**config.mk**
```make
export PLATFORM = sky130hd
export DESIGN_NAME = switch_route_decision
export DESIGN_NICKNAME = d
export VERILOG_FILES = /design/src/sv/swrd_pkg.sv /design/src/sv/switch_route_decision.sv
export SDC_FILE = /design/constraint.sdc
export NUM_CORES = 1
export LEC_CHECK = 0
export ABC_AREA = 1
export BUFFER_PORTS_ARGS = -buffer_cell sky130_fd_sc_hd__buf_2
export CAP_MARGIN = 25
export CORE_ASPECT_RATIO = 0.6
export CORE_MARGIN = 2
export CORE_UTILIZATION = 45
export CTS_CLUSTER_SIZE = 12
export DETAILED_ROUTE_END_ITERATION = 6
export HOLD_SLACK_MARGIN = 0.06
export RECOVER_POWER = 25
export SYNTH_ARGS = -nofsm -noshare
export SYNTH_HDL_FRONTEND = slang
export SYNTH_SLANG_ARGS = --single-unit
```
**constraint.sdc**
```tcl
create_clock -name clk -period 8.74 [get_ports clk]
set_input_delay 1.748 -clock clk [delete_from_list [all_inputs] [get_ports clk]]
set_output_delay 1.748 -clock clk [all_outputs]
set_load 0.02 [all_outputs]
```
**src/sv/swrd_pkg.sv**
```systemverilog
`default_nettype none
// ----------------------------------------------------------------------------
// swrd_pkg
// Shared types and constants for the switch route decision pipeline.
// ----------------------------------------------------------------------------
package swrd_pkg;

	localparam int LINKS           = 8;
	localparam int ID_BITS         = 16;
	localparam int SWITCH_CTRL_NUM = 194;

	localparam int LINK_W  = 3;
	localparam int DIR_W   = 4;
	localparam int CB_W    = 5;
	localparam int CCNT_W  = 9;
	localparam int RES_W   = 8;
	localparam int CFG_W   = 64;
	localparam int CIDX_W  = 3;
	localparam int DTAB_N  = 16;
	localparam int DTAB_IW = 4;
	localparam int POS_W   = 4;

	typedef enum logic [2:0] {
		ROUTE_LOCAL   = 3'd0,
		ROUTE_CTRL    = 3'd1,
		ROUTE_FORWARD = 3'd2,
		ROUTE_NO_LINK = 3'd3,
		ROUTE_BAD_CORE = 3'd4
	} route_t;

	typedef enum logic [CIDX_W-1:0] {
		REG_NODE_ID       = 3'd0,
		REG_CORE_BITS     = 3'd1,
		REG_CORE_COUNT    = 3'd2,
		REG_DIR_TABLE     = 3'd3,
		REG_LINK_ENABLE   = 3'd4,
		REG_LINK_DIR_MAP  = 3'd5,
		REG_LINK_CONN     = 3'd6
	} cfg_reg_t;

	typedef struct packed {
		logic                differ;
		logic                ctrl;
		logic                core_ok;
		logic [ID_BITS-1:0]  core;
		logic [DIR_W-1:0]    dir;
	} mid_t;

endpackage

`default_nettype wire

```
**src/sv/switch_route_decision.sv**
```systemverilog
`default_nettype none
// ----------------------------------------------------------------------------
// switch_route_decision
// Routing decision for one message header per cycle unless stalled: forward,
// local, control, or drop.
// ----------------------------------------------------------------------------
// Three-stage pipeline: stage 1 splits the destination into node and core
// parts and compares with the node id, stage 2 finds the highest differing
// node bit and looks up its direction, stage 3 picks the lowest enabled link
// with that direction and holds the result word. One word is accepted per
// cycle while in_stall is low; out_valid rises once it has passed the stage 1,
// 2 and 3 registers. Stall moves back through the stages so no word is lost
// or repeated. Configuration is written through cfg_write/cfg_index/cfg_data,
// only while the pipeline is empty: a rule for the user, not enforced here.
// ----------------------------------------------------------------------------
module switch_route_decision (
	input  wire logic                                clk,
	input  wire logic                                arst_n,
	input  wire logic                                cfg_write,
	input  wire logic [swrd_pkg::CIDX_W-1:0]         cfg_index,
	input  wire logic [swrd_pkg::CFG_W-1:0]          cfg_data,
	input  wire logic                                in_valid,
	output logic                                     in_stall,
	input  wire logic [swrd_pkg::ID_BITS-1:0]        dest_node,
	input  wire logic                                is_config,
	input  wire logic [swrd_pkg::RES_W-1:0]          resource_num,
	output logic                                     out_valid,
	input  wire logic                                out_stall,
	output logic [2:0]                               route,
	output logic [swrd_pkg::LINK_W-1:0]              link_index,
	output logic [swrd_pkg::ID_BITS-1:0]             core_index,
	output logic [swrd_pkg::DIR_W-1:0]               direction
);

	logic [swrd_pkg::ID_BITS-1:0]              node_id_q;
	logic [swrd_pkg::CB_W-1:0]                 core_bits_q;
	logic [swrd_pkg::CCNT_W-1:0]               core_count_q;
	logic [swrd_pkg::DTAB_N*swrd_pkg::DIR_W-1:0] dir_table_q;
	logic [swrd_pkg::LINKS-1:0]                link_en_q;
	logic [swrd_pkg::LINKS*swrd_pkg::DIR_W-1:0] link_dir_q;
	logic [swrd_pkg::LINKS-1:0]                link_conn_q;

	always_ff @(posedge clk or negedge arst_n) begin
		if (!arst_n) begin
			node_id_q    <= '0;
			core_bits_q  <= '0;
			core_count_q <= '0;
			dir_table_q  <= '0;
			link_en_q    <= '0;
			link_dir_q   <= '0;
			link_conn_q  <= '0;
		end else if (cfg_write) begin
			unique case (swrd_pkg::cfg_reg_t'(cfg_index))
				swrd_pkg::REG_NODE_ID:      node_id_q    <= cfg_data[swrd_pkg::ID_BITS-1:0];
				swrd_pkg::REG_CORE_BITS:    core_bits_q  <= cfg_data[swrd_pkg::CB_W-1:0];
				swrd_pkg::REG_CORE_COUNT:   core_count_q <= cfg_data[swrd_pkg::CCNT_W-1:0];
				swrd_pkg::REG_DIR_TABLE:    dir_table_q  <= cfg_data;
				swrd_pkg::REG_LINK_ENABLE:  link_en_q    <= cfg_data[swrd_pkg::LINKS-1:0];
				swrd_pkg::REG_LINK_DIR_MAP:
					link_dir_q <= cfg_data[swrd_pkg::LINKS*swrd_pkg::DIR_W-1:0];
				swrd_pkg::REG_LINK_CONN:    link_conn_q  <= cfg_data[swrd_pkg::LINKS-1:0];
				default: ;
			endcase
		end
	end

	// flow control
	logic valid_s1, valid_s2, valid_s3;
	logic adv1, adv2, adv3;

	assign adv3     = !valid_s3 || !out_stall;
	assign adv2     = !valid_s2 || adv3;
	assign adv1     = !valid_s1 || adv2;
	assign in_stall = !adv1;

	always_ff @(posedge clk or negedge arst_n) begin
		if (!arst_n) begin
			valid_s1 <= 1'b0;
			valid_s2 <= 1'b0;
			valid_s3 <= 1'b0;
		end else begin
			if (adv1) valid_s1 <= in_valid;
			if (adv2) valid_s2 <= valid_s1;
			if (adv3) valid_s3 <= valid_s2;
		end
	end

	// stage 1: split and compare
	logic [swrd_pkg::CB_W-1:0]    cb;
	logic [swrd_pkg::ID_BITS-1:0] dnode;
	logic [swrd_pkg::ID_BITS:0]   core_mask;
	logic [swrd_pkg::ID_BITS-1:0] core_c;

	assign cb        = (core_bits_q > swrd_pkg::CB_W'(swrd_pkg::ID_BITS)) ?
	                   swrd_pkg::CB_W'(swrd_pkg::ID_BITS) : core_bits_q;
	assign dnode     = dest_node >> cb;
	assign core_mask = (swrd_pkg::ID_BITS+1)'((swrd_pkg::ID_BITS+1)'(1) << cb) -
	                   (swrd_pkg::ID_BITS+1)'(1);
	assign core_c    = dest_node & core_mask[swrd_pkg::ID_BITS-1:0];

	logic [swrd_pkg::ID_BITS-1:0] diff_s1;
	logic [swrd_pkg::ID_BITS-1:0] core_s1;
	logic                         ctrl_s1;
	logic                         core_ok_s1;
	logic [swrd_pkg::DTAB_IW-1:0] cb_s1;

	always_ff @(posedge clk) begin
		if (adv1) begin
			diff_s1    <= dnode ^ node_id_q;
			core_s1    <= core_c;
			ctrl_s1    <= is_config &&
			              (resource_num == swrd_pkg::RES_W'(swrd_pkg::SWITCH_CTRL_NUM));
			core_ok_s1 <= {{(32-swrd_pkg::ID_BITS){1'b0}}, core_c} <
			              {{(32-swrd_pkg::CCNT_W){1'b0}}, core_count_q};
			cb_s1      <= cb[swrd_pkg::DTAB_IW-1:0];
		end
	end

	// stage 2: highest differing bit and direction lookup
	logic [swrd_pkg::POS_W-1:0]    top_pos;
	logic [swrd_pkg::DTAB_IW-1:0]  tab_idx;
	logic [swrd_pkg::DIR_W-1:0]    dir_lu;

	always_comb begin
		top_pos = '0;
		for (int i = 0; i < swrd_pkg::ID_BITS; i++) begin
			if (diff_s1[i]) top_pos = swrd_pkg::POS_W'(i);
		end
	end

	assign tab_idx = swrd_pkg::DTAB_IW'(swrd_pkg::DTAB_IW'(swrd_pkg::ID_BITS - 1) -
	                 cb_s1 - top_pos);
	assign dir_lu  = dir_table_q[tab_idx*swrd_pkg::DIR_W +: swrd_pkg::DIR_W];

	swrd_pkg::mid_t mid_s2;

	always_ff @(posedge clk) begin
		if (adv2) begin
			mid_s2.differ  <= |diff_s1;
			mid_s2.ctrl    <= ctrl_s1;
			mid_s2.core_ok <= core_ok_s1;
			mid_s2.core    <= core_s1;
			mid_s2.dir     <= dir_lu;
		end
	end

	// stage 3: link select and result word
	logic                         found;
	logic [swrd_pkg::LINK_W-1:0]  sel_link;
	swrd_pkg::route_t             route_n;
	logic [swrd_pkg::LINK_W-1:0]  link_n;
	logic [swrd_pkg::ID_BITS-1:0] core_n;
	logic [swrd_pkg::DIR_W-1:0]   dir_n;

	always_comb begin
		found    = 1'b0;
		sel_link = '0;
		for (int l = swrd_pkg::LINKS - 1; l >= 0; l--) begin
			if (link_en_q[l] &&
			    link_dir_q[l*swrd_pkg::DIR_W +: swrd_pkg::DIR_W] == mid_s2.dir) begin
				found    = 1'b1;
				sel_link = swrd_pkg::LINK_W'(l);
			end
		end
	end

	always_comb begin
		route_n = swrd_pkg::ROUTE_LOCAL;
		link_n  = '0;
		core_n  = '0;
		dir_n   = '0;
		priority if (mid_s2.differ) begin
			dir_n = mid_s2.dir;
			if (found && link_conn_q[sel_link]) begin
				route_n = swrd_pkg::ROUTE_FORWARD;
				link_n  = sel_link;
			end else begin
				route_n = swrd_pkg::ROUTE_NO_LINK;
			end
		end else if (mid_s2.ctrl) begin
			route_n = swrd_pkg::ROUTE_CTRL;
		end else if (!mid_s2.core_ok) begin
			route_n = swrd_pkg::ROUTE_BAD_CORE;
		end else begin
			route_n = swrd_pkg::ROUTE_LOCAL;
			core_n  = mid_s2.core;
		end
	end

	swrd_pkg::route_t             route_s3;
	logic [swrd_pkg::LINK_W-1:0]  link_s3;
	logic [swrd_pkg::ID_BITS-1:0] core_s3;
	logic [swrd_pkg::DIR_W-1:0]   dir_s3;

	always_ff @(posedge clk) begin
		if (adv3) begin
			route_s3 <= route_n;
			link_s3  <= link_n;
			core_s3  <= core_n;
			dir_s3   <= dir_n;
		end
	end

	assign out_valid  = valid_s3;
	assign route      = route_s3;
	assign link_index = link_s3;
	assign core_index = core_s3;
	assign direction  = dir_s3;

endmodule

`default_nettype wire

```
# --- Yosys cells after proc, flatten, opt, wreduce, memory -nomap -nowiden ---
# Index checks and enable logic that the tools add are counted.
# W data, S select, Z words.
op_classes:
  n_addsub: 3
  multipliers: 0
  div: 0
  n_lt_le_gt_ge: 3
  n_eq_ne: 15
  shifts: 3
  muxes: 38
  bitwise: 3
  reduce_logical: 29
op_table:
  columns: ["op", "count"]
  rows:
  - ["$shiftx A64 B7 Y4", 1]
  - ["$mux W4", 14]
  - ["$mux W3", 11]
  - ["$eq A4 B4 Y1", 8]
  - ["$and A16 B16 Y16", 1]
  - ["$lt A16 B9 Y1", 1]
  - ["$reduce_and A2 Y1", 8]
  - ["$reduce_or A16 Y1", 1]
  - ["$shl A1 B5 Y16 const A", 1]
  - ["$shr A16 B5 Y16", 1]
  - ["$sub A16 B2 Y16 const B", 1]
  - ["$xor A16 B16 Y16", 1]
  - ["$mux W1", 11]
  - ["$logic_and A1 B1 Y1", 10]
  - ["$eq A3 B3 Y1 const B", 3]
  - ["$eq A8 B8 Y1 const B", 1]
  - ["$eq A3 B2 Y1 const B", 2]
  - ["$gt A5 B5 Y1 const B", 1]
  - ["$logic_not A1 Y1", 5]
  - ["$mux W5", 1]
  - ["$lt A3 B4 Y1 const B", 1]
  - ["$sub A4 B4 Y4", 1]
  - ["$sub A4 B4 Y4 const A", 1]
  - ["$bmux W1 S3", 1]
  - ["other kinds (5)", 7]
word_totals:
  regBits: 232
  latchBits: 0
  ramBits: 0
  romBits: 0
  input_bits: 97
  out_inout_bits: 28
  wordCells: 118
  mem_count: 0

# --- Depth between registers and ports, before layout ---
logic_depth:
  depth_word: 17
  depth_mapped: 21
  ltp_nobuf: 21

# --- Worst setup path after synthesis ---
# Ideal clock, no wire load.
synth_path:
  path_type: "input-to-output"
  start: "input port out_stall"
  end: "output port in_stall"
  arrival_time_ns: 3.217
  t_required_ns: 6.992
  setup_slack_ns: 3.775
  stages: 4
  n_path_buf: 0
  path_cell_list: "nand2_1 nor2_1 inv_1 nor2_1"
synth_between:
  elab_chain_len: 5
synth_rtl:
  columns: ["item", "line", "rtl"]
  rows:
  - ["start, declared", "switch_route_decision.sv:28", "input wire logic out_stall,"]
  - ["$logic_not A1 Y1", "switch_route_decision.sv:71", "assign adv3 = !valid_s3 || !out_stall;"]
  - ["$logic_or A1 B1 Y1", "switch_route_decision.sv:71", null]
  - ["$logic_or A1 B1 Y1", "switch_route_decision.sv:72", "assign adv2 = !valid_s2 || adv3;"]
  - ["named net adv2", "switch_route_decision.sv:69", "logic adv1, adv2, adv3;"]
  - ["$logic_or A1 B1 Y1", "switch_route_decision.sv:73", "assign adv1 = !valid_s1 || adv2;"]
  - ["$logic_not A1 Y1", "switch_route_decision.sv:74", "assign in_stall = !adv1;"]
  - ["end, declared", "switch_route_decision.sv:23", "output logic in_stall,"]
# The timed path passes the listed nets, and every way through them passes these cells.

==> results.ini <==
[clock_network]
clock-sinks = 232
clk_latency_ns = 0.53
htreeDepth = 1
cts-resized-gates = 0
holdBufCountCts = 0
cts_buffer_depth = 3
cts_setup_buffers = 0
path_clk_slew_ns = 0.06
tritoncts = built
cts_buffers = 24
cts_root_buffer = clkbuf_16

[cells_and_area]
final_cells = 1622
fill_cells = 2254
syn_to_final_growth_pct = 14.9
seq_area_mm2 = 0.00624
antenna_cells = 0
drive_above_1_share_pct = 17.2
nNetsFinal = 1394
fin_area_mm2 = 0.0126
multi_input_area_mm2 = 0.00398

[floorplanning]
start_util_pct = 45.6
die_height_um = 125
core_area_mm2 = 0.0241
io_pins = 125
rows = 44
die_area_mm2 = 0.0257
die_x_um = 206

[yosys]
muxShareOfSynthArea_pct = 4.87
yosys.area.top_type_share_pct = 33.0
syn_area_mm2 = 0.0110
synth.most_common_cell = nand2_1
synth_cell_types = 50
ys_warn_count = 0
synth-seq-cells = 232
syn_nets = 1281
synth_flop_cell = dfrtp_1
synth_common_cells = nand2_1, o21ai_0, dfrtp_1
yosys-top-cells-area = dfrtp_1, edfxtp_1, nand2_1
synth-async-reset-ratio_pct = 62.5
yosys.area_share.simple_pct = 16.1
yosys.area.top_type = dfrtp_1
synth_compound_area_share_pct = 11.6
syn_area_per_cell_um2 = 9.39
yosys.area_share.adder_pct = 1.55
synth_top_family_by_area = simple AND/OR/NAND/NOR gates
synth_cells = 1171
synthXorXnorAreaFrac_pct = 2.07
synth_edf_count = 87
ys_seq_area_share_pct = 56.7

[pwr]
pwr-share-comb_pct = 33.4
clkPwrFrac_pct = 25.0
pwr-share-seq_pct = 41.6
p_leak_uw = 0.00599
powerDensity_mw_per_mm2 = 299
netSwitchingFraction_pct = 35.1
power_uw = 3780
p_int_uw = 2450
p_switching_uw = 1330
vdd_drop_max_mv = 0.146

[routing]
drt-initial-drc-count = 633
viasPerCell = 5.06
drc = 0
vias = 8209
wl_per_cell_um = 16.4
ant_nets = 0
drt_wl_total_mm = 26.7
dr.pass1.iters = 5

[critical_path]
cp_data_required_time_ns = 9.43
crit_fanout = 73
crit_buf_inv = 3
crit_chain = clkbuf_1 -> clkbuf_1 -> buf_16
crit_arrival_ns = 5.73
crit_top_cell = clkbuf_1
endpoint_kind = asynchronous set/reset pin
critPathSlowestCell = clkbuf_1
cpLargestDelayFamily = buffers and inverters
critPathKind = primary input to asynchronous set/reset pin
worstSetupStartpointType = primary input
cp_slowest_stage_delay_ns = 2.71

[placement]
place.gp.congestion = 0.890
place_inst = 1577
detailed_place.area_mm2 = 0.0119
io_buffers = 124
dp_hpwl_mm = 19.0

[status]
status = complete, but fails checks
violations = max-capacitance violations, max-slew violations

[min_path]
hold_class = flop to flop

[flow_run]
drv_cap = 1

[grt]
grt_pass1_vias = 7474
grt.overflow.total = 0
antenna_found_initial = 0
grt_pass1_wl_mm = 42.2
track_usage_pct = 21.2
grt_max_degree = 97

[timing]
max_slew_margin_pct = -164
maxSlewViolCount = 74
fin_tns_setup_ns = 0
rsz0062_at_grt = false
final.setup_skew_ns = 0.0202
finalCritPeriodShare_pct = 57.7
setup_violations = 0
finalHoldViolCount = 0
fmax_ghz = 0.198
tightest_slew_ns = 3.95
min_period_ns = 5.04

-- power groups by stage --
| stage | combinational (uW) | sequential, uW | clock, uW |
|---|---|---|---|
| after CTS | 1240 | 1570 | 962 |
| after global placement | 1210 | 1590 | 0 |
| after detailed placement | 1240 | 1590 | 0 |
| final | 1260 | 1570 | 945 |
| after global routing | 1420 | 1600 | 1010 |
| after floorplan | 934 | 1540 | 0 |
-- kinds of logic (layout without fill, tap and decap cells) --
family | Yosys count | in the layout
and+or+nand+nor | 431 | 431
DFF | 232 | 232
AOI/OAI and AO/OA | 228 | 228
buffers and inverters | 193 | 322
muxes | 48 | 48
xor gates and xnor gates | 26 | 26
adders and majority gates | 13 | 13
-- cells in the final DEF, fill, tap and decap left out, types with 12 or more instances in the layout --
master     synthesis  layout
nand2_1          249     252
o21ai_0          166     166
dfrtp_1          145     145
inv_1            142     143
buf_2              6     122
nor2_1           117     119
edfxtp_1          87      87
mux2_2            44      44
clkbuf_16          0      25
nand3_1           23      22
a21oi_1           17      17
xnor2_1           17      17
o32ai_1           16      16
clkbuf_1          33      15
ha_1              12      12
-- layout make-up --
cell class,count,share of cell area [%]
Clock buffer,38,5.33
Sequential cell,232,49.4
Clock inverter,4,0.277
Tap cell,322,3.19
Inverter,147,4.38
Multi-Input combinational cell,746,31.5
Timing Repair Buffer,133,5.91
-- final timing paths --
check                                      startpoint                          end  slack (ns)  depth (start not counted)
setup / recovery                               arst_n        out_valid$_DFFE_PN0P_        3.70                          3
hold / removal                   core_s1[2]$_DFFE_PN_          mid_s2[6]$_DFFE_PP_        0.42                          0
max in group clk                            out_stall                     in_stall        3.76                          7
hold reg to reg                  core_s1[2]$_DFFE_PN_          mid_s2[6]$_DFFE_PP_        0.42                          0
min in group asynchronous                      arst_n  dir_table_q[52]$_DFFE_PN0P_        2.59                          1
setup reg to reg           core_bits_q[1]$_DFFE_PN0P_         core_ok_s1$_DFFE_PN_        4.00                         19
-- layer usage --
metal / vias up / global-route usage, % / share of wire [%] / routed length [um]
met4: 0 / 3.82 / 1.3 / 343
met5: - / 0 / 0 / 0
met2: 222 / 28.1 / 39 / 10400
met1: 3871 / 35.5 / 53 / 14200
met3: 25 / 4.17 / 6.5 / 1740
li1: 4091 / - / - / -
-- state kept, by name, summed over array words and instances (netlist names), 4 cells and up --
register,flops
cb_s1,4
core_bits_q,5
core_count_q,9
core_index,16
core_s1,16
diff_s1,16
dir_table_q,64
direction,4
link_conn_q,8
link_dir_q,32
link_en_q,8
mid_s2,23
node_id_q,16
-- stage by stage --
step | setup slack, ns | utilization [%] | hold slack, ns
detailed placement | 3.45 | 49.3 | 0.405
CTS | 3.43 | 52.2 | 0.416
floorplan | 3.77 | - | 0.400
finish | 3.70 | 52.4 | 0.417
global placement | 3.04 | 49.2 | 0.402
global route | 2.83 | 52.4 | 0.422
-- worst reg2reg max path, stage by stage, from the launching register on --
cell and delay [ns]:
dfrtp_1 0.44, nor3_1 0.09, nand2_1 0.06, nand2_1 0.10
nand2_1 0.42, clkinvlp_2 0.84, nor2_1 0.65, nand2_1 0.20
ha_1 0.26, nand2_2 0.14, inv_1 0.05, nand2_1 0.07
nor3_1 0.05, nor3_1 0.29, ha_1 0.30, nand2_1 0.09
nor2_1 0.05, a211oi_1 0.16, a21boi_0 0.11, nor2_1 0.19
No activity file was read; power rests on OpenSTA's default activity.
